**config.mk**
```make
export PLATFORM = sky130hd
export DESIGN_NAME = toy_spn16_ctr_keystream_flat
export DESIGN_NICKNAME = d
export VERILOG_FILES = /design/src/sv/tsc_pkg.sv /design/src/sv/tsc_ifs.sv /design/src/sv/toy_spn16_ctr_keystream.sv /design/src/sv/tsc_ram.sv /design/src/sv/tsc_sequencer.sv /design/src/sv/tsc_datapath.sv /design/src/flat_wrapper.sv
export SDC_FILE = /design/constraint.sdc
export NUM_CORES = 2
export LEC_CHECK = 0
export ABC_AREA = 1
export BUFFER_PORTS_ARGS = -buffer_cell sky130_fd_sc_hd__buf_4
export CORE_MARGIN = 3
export CORE_UTILIZATION = 35
export DETAILED_ROUTE_END_ITERATION = 8
export PLACE_DENSITY = 0.61
export SYNTH_ARGS = -nofsm -noshare
export SYNTH_HDL_FRONTEND = slang
export SYNTH_SLANG_ARGS = --single-unit
```
**constraint.sdc**
```tcl
create_clock -name clk_i -period 8.7 [get_ports clk_i]
set_input_delay 0.435 -clock clk_i [delete_from_list [all_inputs] [get_ports clk_i]]
set_output_delay 0.435 -clock clk_i [all_outputs]
set_load 0.01 [all_outputs]
```
**src/sv/tsc_pkg.sv**
```systemverilog
`default_nettype none

package tsc_pkg;

  localparam int ROUNDS       = 3;
  localparam int SBOX_ENTRIES = 256;
  localparam int BYTE_W       = 8;
  localparam int BLK_W        = 16;
  localparam int PERM_W       = 24;
  localparam int CFG_W        = 24;
  localparam int CFG_IDX_W    = 2;
  localparam int RND_W        = (ROUNDS > 1) ? $clog2(ROUNDS) : 1;
  localparam int SBOX_AW      = $clog2(SBOX_ENTRIES);
  localparam int STEP_W       = 3;

  localparam logic [BYTE_W-1:0]    KEY_CONST_A = 8'h80;
  localparam logic [BYTE_W-1:0]    KEY_CONST_B = 8'h30;
  localparam logic [PERM_W-1:0]    PERM_RESET  = 24'hFAC688;

  localparam logic [CFG_IDX_W-1:0] CFG_KEY     = 2'd0;
  localparam logic [CFG_IDX_W-1:0] CFG_CTR_HI  = 2'd1;
  localparam logic [CFG_IDX_W-1:0] CFG_PERM    = 2'd2;

  typedef logic [STEP_W-1:0] step_t;

  localparam step_t ST_IDLE = 3'd0;
  localparam step_t ST_KX0  = 3'd1;
  localparam step_t ST_KX1  = 3'd2;
  localparam step_t ST_KX2  = 3'd3;
  localparam step_t ST_RA   = 3'd4;
  localparam step_t ST_RB   = 3'd5;
  localparam step_t ST_RC   = 3'd6;
  localparam step_t ST_DONE = 3'd7;

  typedef enum logic [2:0] {
    ADDR_TBL,
    ADDR_SW1,
    ADDR_SW3,
    ADDR_HI,
    ADDR_LO
  } addr_sel_e;

  typedef enum logic [1:0] {
    JMP_NEXT,
    JMP_IN,
    JMP_LOOP,
    JMP_OUT
  } jump_e;

  typedef struct packed {
    logic      in_ready;
    addr_sel_e addr_sel;
    logic      ld_k1;
    logic      ld_k2;
    logic      ld_x;
    logic      ld_hi;
    logic      ld_blk;
    logic      push;
    jump_e     jump;
    step_t     target;
  } ucode_t;

  typedef struct packed {
    logic in_fire_data;
    logic last_round;
    logic out_free;
  } dp_status_t;

  // Control store: one word per step.
  function automatic ucode_t ucode_rom(input step_t s);
    ucode_t u;
    u = '0;
    u.addr_sel = ADDR_TBL;
    u.jump     = JMP_NEXT;
    u.target   = ST_IDLE;
    case (s)
      ST_IDLE: begin
        u.in_ready = 1'b1;
        u.jump     = JMP_IN;
      end
      ST_KX0: begin
        u.addr_sel = ADDR_SW1;
      end
      ST_KX1: begin
        u.ld_k1    = 1'b1;
        u.addr_sel = ADDR_SW3;
      end
      ST_KX2: begin
        u.ld_k2 = 1'b1;
      end
      ST_RA: begin
        u.ld_x     = 1'b1;
        u.addr_sel = ADDR_HI;
      end
      ST_RB: begin
        u.ld_hi    = 1'b1;
        u.addr_sel = ADDR_LO;
      end
      ST_RC: begin
        u.ld_blk = 1'b1;
        u.jump   = JMP_LOOP;
        u.target = ST_RA;
      end
      ST_DONE: begin
        u.push   = 1'b1;
        u.jump   = JMP_OUT;
        u.target = ST_IDLE;
      end
      default: begin
        u.jump = JMP_OUT;
      end
    endcase
    return u;
  endfunction

  function automatic logic [BYTE_W-1:0] nib_swap(input logic [BYTE_W-1:0] b);
    return {b[3:0], b[7:4]};
  endfunction

  // Output bit (7-i) takes input bit (7-e[i]).
  function automatic logic [BYTE_W-1:0] perm_byte(input logic [BYTE_W-1:0] b,
                                                  input logic [PERM_W-1:0] p);
    logic [BYTE_W-1:0] r;
    logic [2:0]        e;
    r = '0;
    for (int i = 0; i < BYTE_W; i++) begin
      e = p[3*i +: 3];
      r[BYTE_W-1-i] = b[3'(BYTE_W-1) - e];
    end
    return r;
  endfunction

endpackage

`default_nettype wire

```
**src/sv/tsc_ifs.sv**
```systemverilog
`default_nettype none

interface tsc_in_if;
  import tsc_pkg::*;
  logic              valid;
  logic              ready;
  logic              req_type;
  logic [BYTE_W-1:0] table_index;
  logic [BYTE_W-1:0] table_value;
  logic [BLK_W-1:0]  data_block;

  modport source (output valid, req_type, table_index, table_value, data_block,
                  input ready);
  modport sink (input valid, req_type, table_index, table_value, data_block,
                output ready);
endinterface

interface tsc_out_if;
  import tsc_pkg::*;
  logic             valid;
  logic             ready;
  logic [BLK_W-1:0] out_block;
  logic [BLK_W-1:0] keystream_word;
  logic [BLK_W-1:0] counter_value;

  modport source (output valid, out_block, keystream_word, counter_value,
                  input ready);
  modport sink (input valid, out_block, keystream_word, counter_value,
                output ready);
endinterface

`default_nettype wire

```
**src/sv/toy_spn16_ctr_keystream.sv**
```systemverilog
// A data item is accepted in IDLE, then steps through KX0-KX2, ROUNDS passes of RA/RB/RC
// and DONE, where it waits until the output register is free; no new item is taken before
// that. The single-port S-box RAM sets the steps: every key-expansion and round lookup
// is one registered read, stepped by the control store. A load item writes the S-box from IDLE.
// Reset clears the step counter, block counter, output valid and the config registers
// (permutation to identity); S-box contents are undefined until written.
`default_nettype none

module toy_spn16_ctr_keystream (
  input  wire logic                          clk_i,
  input  wire logic                          rst_ni,
  input  wire logic                          cfg_we_i,
  input  wire logic [tsc_pkg::CFG_IDX_W-1:0] cfg_idx_i,
  input  wire logic [tsc_pkg::CFG_W-1:0]     cfg_data_i,
  tsc_in_if.sink                             in_i,
  tsc_out_if.source                          out_o
);
  import tsc_pkg::*;

  ucode_t     ctrl;
  dp_status_t status;

  assign in_i.ready = ctrl.in_ready;

  tsc_sequencer u_seq (
    .clk_i   (clk_i),
    .rst_ni  (rst_ni),
    .status_i(status),
    .ctrl_o  (ctrl)
  );

  tsc_datapath u_dp (
    .clk_i           (clk_i),
    .rst_ni          (rst_ni),
    .ctrl_i          (ctrl),
    .status_o        (status),
    .cfg_we_i        (cfg_we_i),
    .cfg_idx_i       (cfg_idx_i),
    .cfg_data_i      (cfg_data_i),
    .in_valid_i      (in_i.valid),
    .in_req_type_i   (in_i.req_type),
    .in_table_index_i(in_i.table_index),
    .in_table_value_i(in_i.table_value),
    .in_data_block_i (in_i.data_block),
    .out_valid_o     (out_o.valid),
    .out_ready_i     (out_o.ready),
    .out_block_o     (out_o.out_block),
    .out_keystream_o (out_o.keystream_word),
    .out_counter_o   (out_o.counter_value)
  );

endmodule

`default_nettype wire

```
**src/sv/tsc_ram.sv**
```systemverilog
`default_nettype none

module tsc_ram #(
  parameter int WIDTH = 8,
  parameter int DEPTH = 256
) (
  input  wire logic                     clk_i,
  input  wire logic                     we_i,
  input  wire logic [$clog2(DEPTH)-1:0] addr_i,
  input  wire logic [WIDTH-1:0]         wdata_i,
  output logic      [WIDTH-1:0]         rdata_o
);

  logic [WIDTH-1:0] mem_q [DEPTH];

  always_ff @(posedge clk_i) begin
    if (we_i) begin
      mem_q[addr_i] <= wdata_i;
    end
    rdata_o <= mem_q[addr_i];
  end

endmodule

`default_nettype wire

```
**src/sv/tsc_sequencer.sv**
```systemverilog
`default_nettype none

module tsc_sequencer (
  input  wire logic                clk_i,
  input  wire logic                rst_ni,
  input  wire tsc_pkg::dp_status_t status_i,
  output tsc_pkg::ucode_t          ctrl_o
);
  import tsc_pkg::*;

  step_t step_q, step_d;

  assign ctrl_o = ucode_rom(step_q);

  always_comb begin
    step_d = step_q;
    case (ctrl_o.jump)
      JMP_NEXT: step_d = step_t'(step_q + 1'b1);
      JMP_IN: begin
        if (status_i.in_fire_data) begin
          step_d = step_t'(step_q + 1'b1);
        end
      end
      JMP_LOOP: begin
        step_d = status_i.last_round ? step_t'(step_q + 1'b1) : ctrl_o.target;
      end
      JMP_OUT: begin
        // hold until the output register can take the item
        if (status_i.out_free) begin
          step_d = ctrl_o.target;
        end
      end
      default: step_d = ST_IDLE;
    endcase
  end

  always_ff @(posedge clk_i or negedge rst_ni) begin
    if (!rst_ni) begin
      step_q <= ST_IDLE;
    end else begin
      step_q <= step_d;
    end
  end

endmodule

`default_nettype wire

```
**src/sv/tsc_datapath.sv**
```systemverilog
`default_nettype none

module tsc_datapath (
  input  wire logic                            clk_i,
  input  wire logic                            rst_ni,
  input  wire tsc_pkg::ucode_t                 ctrl_i,
  output tsc_pkg::dp_status_t                  status_o,
  input  wire logic                            cfg_we_i,
  input  wire logic [tsc_pkg::CFG_IDX_W-1:0]   cfg_idx_i,
  input  wire logic [tsc_pkg::CFG_W-1:0]       cfg_data_i,
  input  wire logic                            in_valid_i,
  input  wire logic                            in_req_type_i,
  input  wire logic [tsc_pkg::BYTE_W-1:0]      in_table_index_i,
  input  wire logic [tsc_pkg::BYTE_W-1:0]      in_table_value_i,
  input  wire logic [tsc_pkg::BLK_W-1:0]       in_data_block_i,
  output logic                                 out_valid_o,
  input  wire logic                            out_ready_i,
  output logic      [tsc_pkg::BLK_W-1:0]       out_block_o,
  output logic      [tsc_pkg::BLK_W-1:0]       out_keystream_o,
  output logic      [tsc_pkg::BLK_W-1:0]       out_counter_o
);
  import tsc_pkg::*;

  logic [BLK_W-1:0]   key_q;
  logic [BYTE_W-1:0]  ctr_hi_q;
  logic [PERM_W-1:0]  perm_q;
  logic [BYTE_W-1:0]  blkctr_q;
  logic [RND_W-1:0]   rnd_q;
  logic               out_valid_q;

  logic [BLK_W-1:0]   data_q, ctr_q, blk_q, k1_q, k2_q;
  logic [BYTE_W-1:0]  hi_q;
  logic [BLK_W-1:0]   out_block_q, out_ks_q, out_ctr_q;

  logic               in_fire;
  logic               ram_we;
  logic [SBOX_AW-1:0] ram_addr;
  logic [BYTE_W-1:0]  rd;
  logic [BYTE_W-1:0]  w2c, w3c, w4c, w5c, perm_rd;
  logic [BLK_W-1:0]   rkey, xk;
  logic               out_free, push;

  assign in_fire = in_valid_i && ctrl_i.in_ready;
  assign ram_we  = in_fire && !in_req_type_i;

  assign w2c     = key_q[15:8] ^ KEY_CONST_A ^ rd;
  assign w3c     = w2c ^ key_q[7:0];
  assign w4c     = k1_q[15:8] ^ KEY_CONST_B ^ rd;
  assign w5c     = w4c ^ k1_q[7:0];
  assign perm_rd = perm_byte(rd, perm_q);

  always_comb begin
    case (rnd_q)
      RND_W'(0): rkey = key_q;
      RND_W'(1): rkey = k1_q;
      default:   rkey = k2_q;
    endcase
  end

  assign xk = blk_q ^ rkey;

  always_comb begin
    case (ctrl_i.addr_sel)
      ADDR_TBL: ram_addr = in_table_index_i;
      ADDR_SW1: ram_addr = nib_swap(key_q[7:0]);
      ADDR_SW3: ram_addr = nib_swap(w3c);
      ADDR_HI:  ram_addr = xk[15:8];
      ADDR_LO:  ram_addr = blk_q[7:0];
      default:  ram_addr = in_table_index_i;
    endcase
  end

  tsc_ram #(
    .WIDTH(BYTE_W),
    .DEPTH(SBOX_ENTRIES)
  ) u_sbox (
    .clk_i  (clk_i),
    .we_i   (ram_we),
    .addr_i (ram_addr),
    .wdata_i(in_table_value_i),
    .rdata_o(rd)
  );

  assign out_free = !out_valid_q || out_ready_i;
  assign push     = ctrl_i.push && out_free;

  assign status_o.in_fire_data = in_fire && in_req_type_i;
  assign status_o.last_round   = (rnd_q == RND_W'(ROUNDS - 1));
  assign status_o.out_free     = out_free;

  always_ff @(posedge clk_i or negedge rst_ni) begin
    if (!rst_ni) begin
      key_q       <= '0;
      ctr_hi_q    <= '0;
      perm_q      <= PERM_RESET;
      blkctr_q    <= '0;
      rnd_q       <= '0;
      out_valid_q <= 1'b0;
    end else begin
      if (cfg_we_i) begin
        case (cfg_idx_i)
          CFG_KEY:    key_q    <= cfg_data_i[BLK_W-1:0];
          CFG_CTR_HI: ctr_hi_q <= cfg_data_i[BYTE_W-1:0];
          CFG_PERM:   perm_q   <= cfg_data_i[PERM_W-1:0];
          default:    ;
        endcase
      end
      if (status_o.in_fire_data) begin
        rnd_q <= '0;
      end else if (ctrl_i.ld_blk) begin
        rnd_q <= RND_W'(rnd_q + 1'b1);
      end
      if (push) begin
        blkctr_q    <= BYTE_W'(blkctr_q + 1'b1);
        out_valid_q <= 1'b1;
      end else if (out_ready_i) begin
        out_valid_q <= 1'b0;
      end
    end
  end

  always_ff @(posedge clk_i) begin
    if (status_o.in_fire_data) begin
      data_q <= in_data_block_i;
      ctr_q  <= {ctr_hi_q, blkctr_q};
      blk_q  <= {ctr_hi_q, blkctr_q};
    end else if (ctrl_i.ld_x) begin
      blk_q <= xk;
    end else if (ctrl_i.ld_blk) begin
      blk_q <= {hi_q, perm_rd};
    end
    if (ctrl_i.ld_k1) begin
      k1_q <= {w2c, w3c};
    end
    if (ctrl_i.ld_k2) begin
      k2_q <= {w4c, w5c};
    end
    if (ctrl_i.ld_hi) begin
      hi_q <= perm_rd;
    end
    if (push) begin
      out_block_q <= data_q ^ blk_q;
      out_ks_q    <= blk_q;
      out_ctr_q   <= ctr_q;
    end
  end

  assign out_valid_o     = out_valid_q;
  assign out_block_o     = out_block_q;
  assign out_keystream_o = out_ks_q;
  assign out_counter_o   = out_ctr_q;

endmodule

`default_nettype wire

```
**src/flat_wrapper.sv**
```systemverilog
// flat-port wrapper written by rule: the top's interface ports become plain ports
module toy_spn16_ctr_keystream_flat import tsc_pkg::*;
  (clk_i, rst_ni, cfg_we_i, cfg_idx_i, cfg_data_i, in_i_valid, in_i_req_type, in_i_table_index, in_i_table_value, in_i_data_block, in_i_ready, out_o_valid, out_o_out_block, out_o_keystream_word, out_o_counter_value, out_o_ready);
  tsc_in_if in_i_i ();
  tsc_out_if out_o_i ();
  input  wire logic clk_i;
  input  wire logic rst_ni;
  input  wire logic cfg_we_i;
  input  wire logic [tsc_pkg::CFG_IDX_W-1:0] cfg_idx_i;
  input  wire logic [tsc_pkg::CFG_W-1:0] cfg_data_i;
  input wire logic [$bits(in_i_i.valid)-1:0] in_i_valid;
  input wire logic [$bits(in_i_i.req_type)-1:0] in_i_req_type;
  input wire logic [$bits(in_i_i.table_index)-1:0] in_i_table_index;
  input wire logic [$bits(in_i_i.table_value)-1:0] in_i_table_value;
  input wire logic [$bits(in_i_i.data_block)-1:0] in_i_data_block;
  output wire logic [$bits(in_i_i.ready)-1:0] in_i_ready;
  output wire logic [$bits(out_o_i.valid)-1:0] out_o_valid;
  output wire logic [$bits(out_o_i.out_block)-1:0] out_o_out_block;
  output wire logic [$bits(out_o_i.keystream_word)-1:0] out_o_keystream_word;
  output wire logic [$bits(out_o_i.counter_value)-1:0] out_o_counter_value;
  input wire logic [$bits(out_o_i.ready)-1:0] out_o_ready;
  assign in_i_i.valid = in_i_valid;
  assign in_i_i.req_type = in_i_req_type;
  assign in_i_i.table_index = in_i_table_index;
  assign in_i_i.table_value = in_i_table_value;
  assign in_i_i.data_block = in_i_data_block;
  assign in_i_ready = in_i_i.ready;
  assign out_o_valid = out_o_i.valid;
  assign out_o_out_block = out_o_i.out_block;
  assign out_o_keystream_word = out_o_i.keystream_word;
  assign out_o_counter_value = out_o_i.counter_value;
  assign out_o_i.ready = out_o_ready;
  toy_spn16_ctr_keystream u_core (.clk_i(clk_i), .rst_ni(rst_ni), .cfg_we_i(cfg_we_i), .cfg_idx_i(cfg_idx_i), .cfg_data_i(cfg_data_i), .in_i(in_i_i), .out_o(out_o_i));
endmodule
```
# Word level (Yosys, flattened, before mapping)
# Memories as Yosys holds them, arrays and structs flattened. A register that Yosys moved wholly into a read port is not among the register bits.
# Cells that the tools add are included.
# op_classes
add_sub_neg,11
n_mul,0
div,0
n_lt_le_gt_ge,8
n_eq_ne,20
shifts,0
n_mux,41
bitwise,8
reduce_logical,18
# ops
cell,count
16-bit two-way mux,3
"3-bit by 4-bit less-than comparator with 1-bit output, second input constant",8
16-bit case mux with 2 select lines,1
8-bit case mux with 4 select lines,1
16-bit XOR,2
8-bit XOR,4
1-bit binary-select mux with 3-bit select,8
3-bit case mux with 4 select lines,2
"3-bit subtractor, first input constant",8
1-bit two-way mux,19
"3-bit == test, second input constant",5
"3-bit by 2-bit == test with 1-bit output, second input constant",4
3-bit two-way mux,4
"8-bit by 1-bit adder with 8-bit output, second input constant",1
"2-bit == test, second input constant",4
2-bit AND reduction,4
"2-bit by 1-bit == test with 1-bit output, second input constant",3
"3-bit by 1-bit == test with 1-bit output, second input constant",2
2-bit zero test,3
2-bit case mux with 3 select lines,1
1-bit logical AND,4
2-bit two-way mux,2
2-bit nonzero test,2
"3-bit by 1-bit adder with 3-bit output, second input constant",1
other kinds (9),10
# word_totals
regBits,198
latch_bits,0
ramBits,2048
mem_bits_ro,0
word_cells,123
mem_count,1
# mem_list
name,depth,word_bits,read_ports,rd_clocked_by_memory_dff,wr,line,text
u_core.u_dp.u_sbox.mem_q,256,8,1,1,1,tsc_ram.sv:14,logic [WIDTH-1:0] mem_q [DEPTH];

# Longest topological paths before layout
# logic_depth
ltp_word,6
mapped_depth,27
mapped_depth_nobuf,25

# Hierarchy
# Synthesis repeated with hierarchy kept, for this count alone.
# hier_totals
hier_cells,9022
area_unflattened_um2,94316.7
# by_module_without_submodules
module,instances,cells_per_inst,area_each_um2,seq_area_each_um2
tsc_ram,1,8021,84856.4,61659.1
tsc_datapath,1,936,8991.1,5575.3
tsc_sequencer,1,65,469.2,75.1

# Worst setup path before layout
# OpenSTA, ideal clock, no wires.
# synth_timing
path_kind,flip-flop to flip-flop
start,register u_core.u_seq.step_q[0]
end,"memory u_core.u_dp.u_sbox.mem_q[109][0], enable pin"
setup_time_ns,0.370
arrival_ns,2.943
t_required_ns,8.330
setup_slack_ns,5.387
stages_incl_launch_ff,19
n_path_buf,5
cell_sequence,dfrtp_1 -> inv_1 -> ha_1 -> nand2_1 -> nand2_1 -> nand2_2 -> nand2_1 -> inv_2 -> nand2_4 -> nand3_1 -> buf_4 -> nand2_8 -> buf_6 -> buf_6 -> buf_6 -> nor3_2 -> nand2_1 -> buf_2 -> nor2_1
# synth_between
elab_chain_len,6
elab_cells_between_ends,16
classes_between,eq/ne (8); mux (5); reduce/logical (3)
# synth_rtl
element,line,text
from (decl),tsc_sequencer.sv:11,"step_t step_q, step_d;"
from (signal assigned),tsc_sequencer.sv:41,step_q <= step_d;
"parallel branches: the longest is 6 deep, another holds 8-bit case mux with 4 select lines",n/a,
to (decl),tsc_ram.sv:14,
# Parallel ways; which one is timed is not known.

# Final worst setup path
# layout_timing
start,register u_core.u_dp.rnd_q[1]
end,"register u_core.u_dp.u_sbox.rdata_o[4], read port of u_core.u_dp.u_sbox.mem_q"
# layout_between
elab_chain_len,4
elab_cells_between_ends,5
classes_between,eq/ne (1); mux (2); bitwise (1); reduce/logical (1)
# layout_rtl
element,line,text
from (decl),tsc_datapath.sv:28,logic [RND_W-1:0] rnd_q;
from (signal assigned),tsc_datapath.sv:111,rnd_q <= RND_W'(rnd_q + 1'b1);
2-bit by 1-bit == test with 1-bit output or 2-bit zero test (tied branches),tsc_datapath.sv:53,case (rnd_q)
16-bit case mux with 2 select lines (*),tsc_datapath.sv:53,
16-bit XOR (*),tsc_datapath.sv:60,assign xk = blk_q ^ rkey;
8-bit case mux with 4 select lines (*),tsc_datapath.sv:63,case (ctrl_i.addr_sel)
to (decl),tsc_ram.sv:11,output logic [WIDTH-1:0] rdata_o
# Every way passes the cells marked *; elsewhere a longest branch is shown, timed or not.
# A chain may end at the register's enable or synchronous reset.

==> impl_metrics.tcl <==
set metrics [dict create \
    skew_ps 70.7 \
    cts_buffers 222 \
    gr-total-overflow 0 \
    syn_nets 9409 \
    die_x_um 530 \
    fin_tns_setup_ps 0 \
    fin_util_pct 39.6 \
    rows 191 \
    drt_iter0_markers 7203 \
    ant_nets 0 \
    cp-end-kind "flip-flop" \
    post-route-period-util_pct 70.9 \
    yosysUniqueCellTypes 47 \
    drc 0 \
    critPathKind "reg2reg" \
    antenna_found_initial 8 \
    maxCapViolations 0 \
    period_minus_slack_ps 6160 \
    crit_required_ps 9480 \
    fillers 26100 \
    cts_sinks 2254 \
    final_area_um2 108000 \
    htree_levels 4 \
    cts_tree "done" \
    cts-hold-fix-buffers 42 \
    postPlaceCellArea_um2 100000 \
    fmax_mhz 162 \
    ioPinCount 114 \
    synth_area_leaders "edfxtp_1 68%, nand2_1 20%, nand3_1 2.8%, nor2_1 1.5%, buf_2 1.4%" \
    dr.pass1.iters 6 \
    ys_ff_latch 2254 \
    grt_max_degree 204 \
    root_buffer "clkbuf_16" \
    wl_per_cell_um 20.3 \
    rrSetupSlack_ps 2540 \
    cp.arrival_ps 6940 \
    grt_pass1_wl_mm 399 \
    cp_max_fo 96 \
    rsz0062_at_grt "no" \
    setup_viol 0 \
    synth_cells 9332 \
    post_cts_resized 0 \
    start_kind "flip-flop" \
    die_area_um2 281000 \
    avgSynthCellArea_um2 10.3 \
    ys.flop_type "edfxtp_1" \
    fin_hold_ws_ps 77.6 \
    initial_core_util_pct 35.3 \
    routed_wl_mm 265 \
    ys_top_cells_by_count "5129 x nand2_1, 2184 x edfxtp_1, 536 x nand3_1, 384 x nor2_1, 276 x buf_2" \
    dp_hpwl_mm 150 \
    cts_setup_buffers 0 \
    yosysSeqAreaShare_pct 70.1 \
    hold_path_class "in2reg" \
    io_buffers 113 \
    synth-edff-count 2184 \
    grt_use_total_pct 18.4 \
    syn_area_um2 96100 \
    synth_most_common_cell "nand2_1" \
    yosys.area.top_type "edfxtp_1" \
    slew_headroom_pct 13.5 \
    vias 65800 \
    synth_top_area_share_pct 68.3 \
    die_height_um 530 \
    drt-vias-per-instance 5.05 \
    cts_buffer_depth 3 \
    hold_viol 0 \
    gp_congestion 0.895 \
    nets 9344 \
    core-area_um2 272000 \
    multi_input_area_um2 26100 \
    ys_warn_count 0 \
    clock_latency_ps 890 \
    grt_pass1_vias 63400 \
    drive_gt1_share_pct 6.15 \
    clkTransAtPathRegs_ps 60 \
    slew_viol_final 0 \
    async_reset_ff_share_pct 2.75 \
    syn_to_final_growth_pct 12.1 \
    worstMarginPinSlew_ps 1300 \
    regArea_um2 67300 \
    status "completed" \
]
## worst max-delay path, cell delays in order, from the launching register on
cell,delay (ps)
dfrtp_1,370
inv_1,70
ha_1,430
nor2_4,460
nand2_1,130
nand3_1,100
nand2_1,70
nand3_1,150
nand3_4,340
nand2_8,720
buf_4,820
buf_4,900
nand2_1,130
nand2_1,100
nand2_1,50
nand2_1,110
nand2_1,70
nand2_1,100
o21ai_1,70
nand2_1,100
nor2_1,80
nor2_1,140
nor2_1,110
nand2_1,240
## cells by family (layout without fill, tap and decap cells)
family / Yosys count / after routing / share of synthesized area, %
compound gates: 313 / 313 / 1.68
flops: 2254 / 2254 / 70.1
xor+xnor: 63 / 63 / 0.574
fa+ha+maj: 13 / 13 / 0.169
mux: 8 / 8 / 0.0938
buf+inv: 608 / 732 / 2.86
other cells: 0 / 2 / 0
simple gates: 6073 / 6073 / 24.6
## final cells by class
cell class | instances | area share [%]
flip-flops and latches | 2254 | 62.5
inverters | 88 | 0.324
repair buffers | 231 | 2.00
diodes | 2 | 0.00465
clock buffers | 278 | 5.45
clock inverters | 135 | 1.31
well taps | 3570 | 4.15
multi-input cells | 6470 | 24.3
## flip-flops by register name, summed over array words and instances (netlist names)
signal                       cells
u_core.u_dp.blkctr_q             8
u_core.u_dp.out_counter_o       16
u_core.u_dp.hi_q                 8
u_core.u_dp.blk_q               16
u_core.u_dp.u_sbox.mem_q      2048
u_core.u_dp.out_valid_o          1
u_core.u_dp.ctr_q               16
u_core.u_dp.data_q              16
u_core.u_seq.step_q              3
u_core.u_dp.ctr_hi_q             8
u_core.u_dp.key_q               16
u_core.u_dp.out_keystream_o     16
u_core.u_dp.rnd_q                2
u_core.u_dp.u_sbox.rdata_o       8
u_core.u_dp.out_block_o         16
u_core.u_dp.perm_q              24
u_core.u_dp.k2_q                16
u_core.u_dp.k1_q                16
## layer usage
layer,global-route usage [%],wire (µm),vias to the layer above,share of wire [%]
li1,-,-,30700,-
met2,29.9,124000,2758,47
met5,0,47,-,0.018
met3,3.07,22400,461,8.5
met4,5.96,8320,8,3.1
met1,25.2,110000,31900,42
## stage by stage
stage               cells  setup WS, ps
global route        13000          2130
detailed placement  12600          2670
global placement    12600          2780
floorplan            9332          5390
CTS                 13000          2630
finish              13000          2540
## path summary, 6_finish.rpt
path / startpoint / endpoint / cells past startpoint
min reg2reg: u_core.u_dp.ctr_q[12] / u_core.u_dp.out_counter_o[12] / 0
max reg2reg: u_core.u_dp.rnd_q[1] / u_core.u_dp.u_sbox.rdata_o[4] / 23
min: in_i_table_value[3] / u_core.u_dp.u_sbox.mem_q[198][3] / 1
max: u_core.u_dp.rnd_q[1] / u_core.u_dp.u_sbox.rdata_o[4] / 23
min in group asynchronous: rst_ni / u_core.u_dp.ctr_hi_q[4] / 2
max in group asynchronous: rst_ni / u_core.u_dp.ctr_hi_q[7] / 2
## placed cells by master (no fill, tap or decap), types with 7 or more instances in the layout
master | netlist | routed
a21oi_1 | 38 | 36
buf_12 | 0 | 20
buf_4 | 4 | 161
buf_8 | 0 | 8
bufinv_16 | 0 | 19
clkbuf_1 | 173 | 47
clkbuf_16 | 0 | 223
clkbuf_8 | 0 | 8
clkinv_1 | 1 | 44
clkinv_16 | 0 | 8
clkinv_2 | 0 | 46
clkinvlp_4 | 0 | 7
dfrtp_1 | 50 | 50
dfstp_2 | 12 | 12
dfxtp_1 | 8 | 8
dlygate4sd3_1 | 0 | 42
edfxtp_1 | 2184 | 2184
ha_1 | 13 | 13
inv_1 | 79 | 77
inv_2 | 7 | 8
mux2_2 | 8 | 8
nand2_1 | 5129 | 5114
nand2_2 | 4 | 19
nand3_1 | 536 | 535
nor2_1 | 384 | 382
o21ai_0 | 182 | 182
o21ai_1 | 74 | 74
xor2_1 | 58 | 58
Power is left out: the tool's default activity adds up to more than one toggle a clock period on the data nets, which glitch-free logic cannot reach.
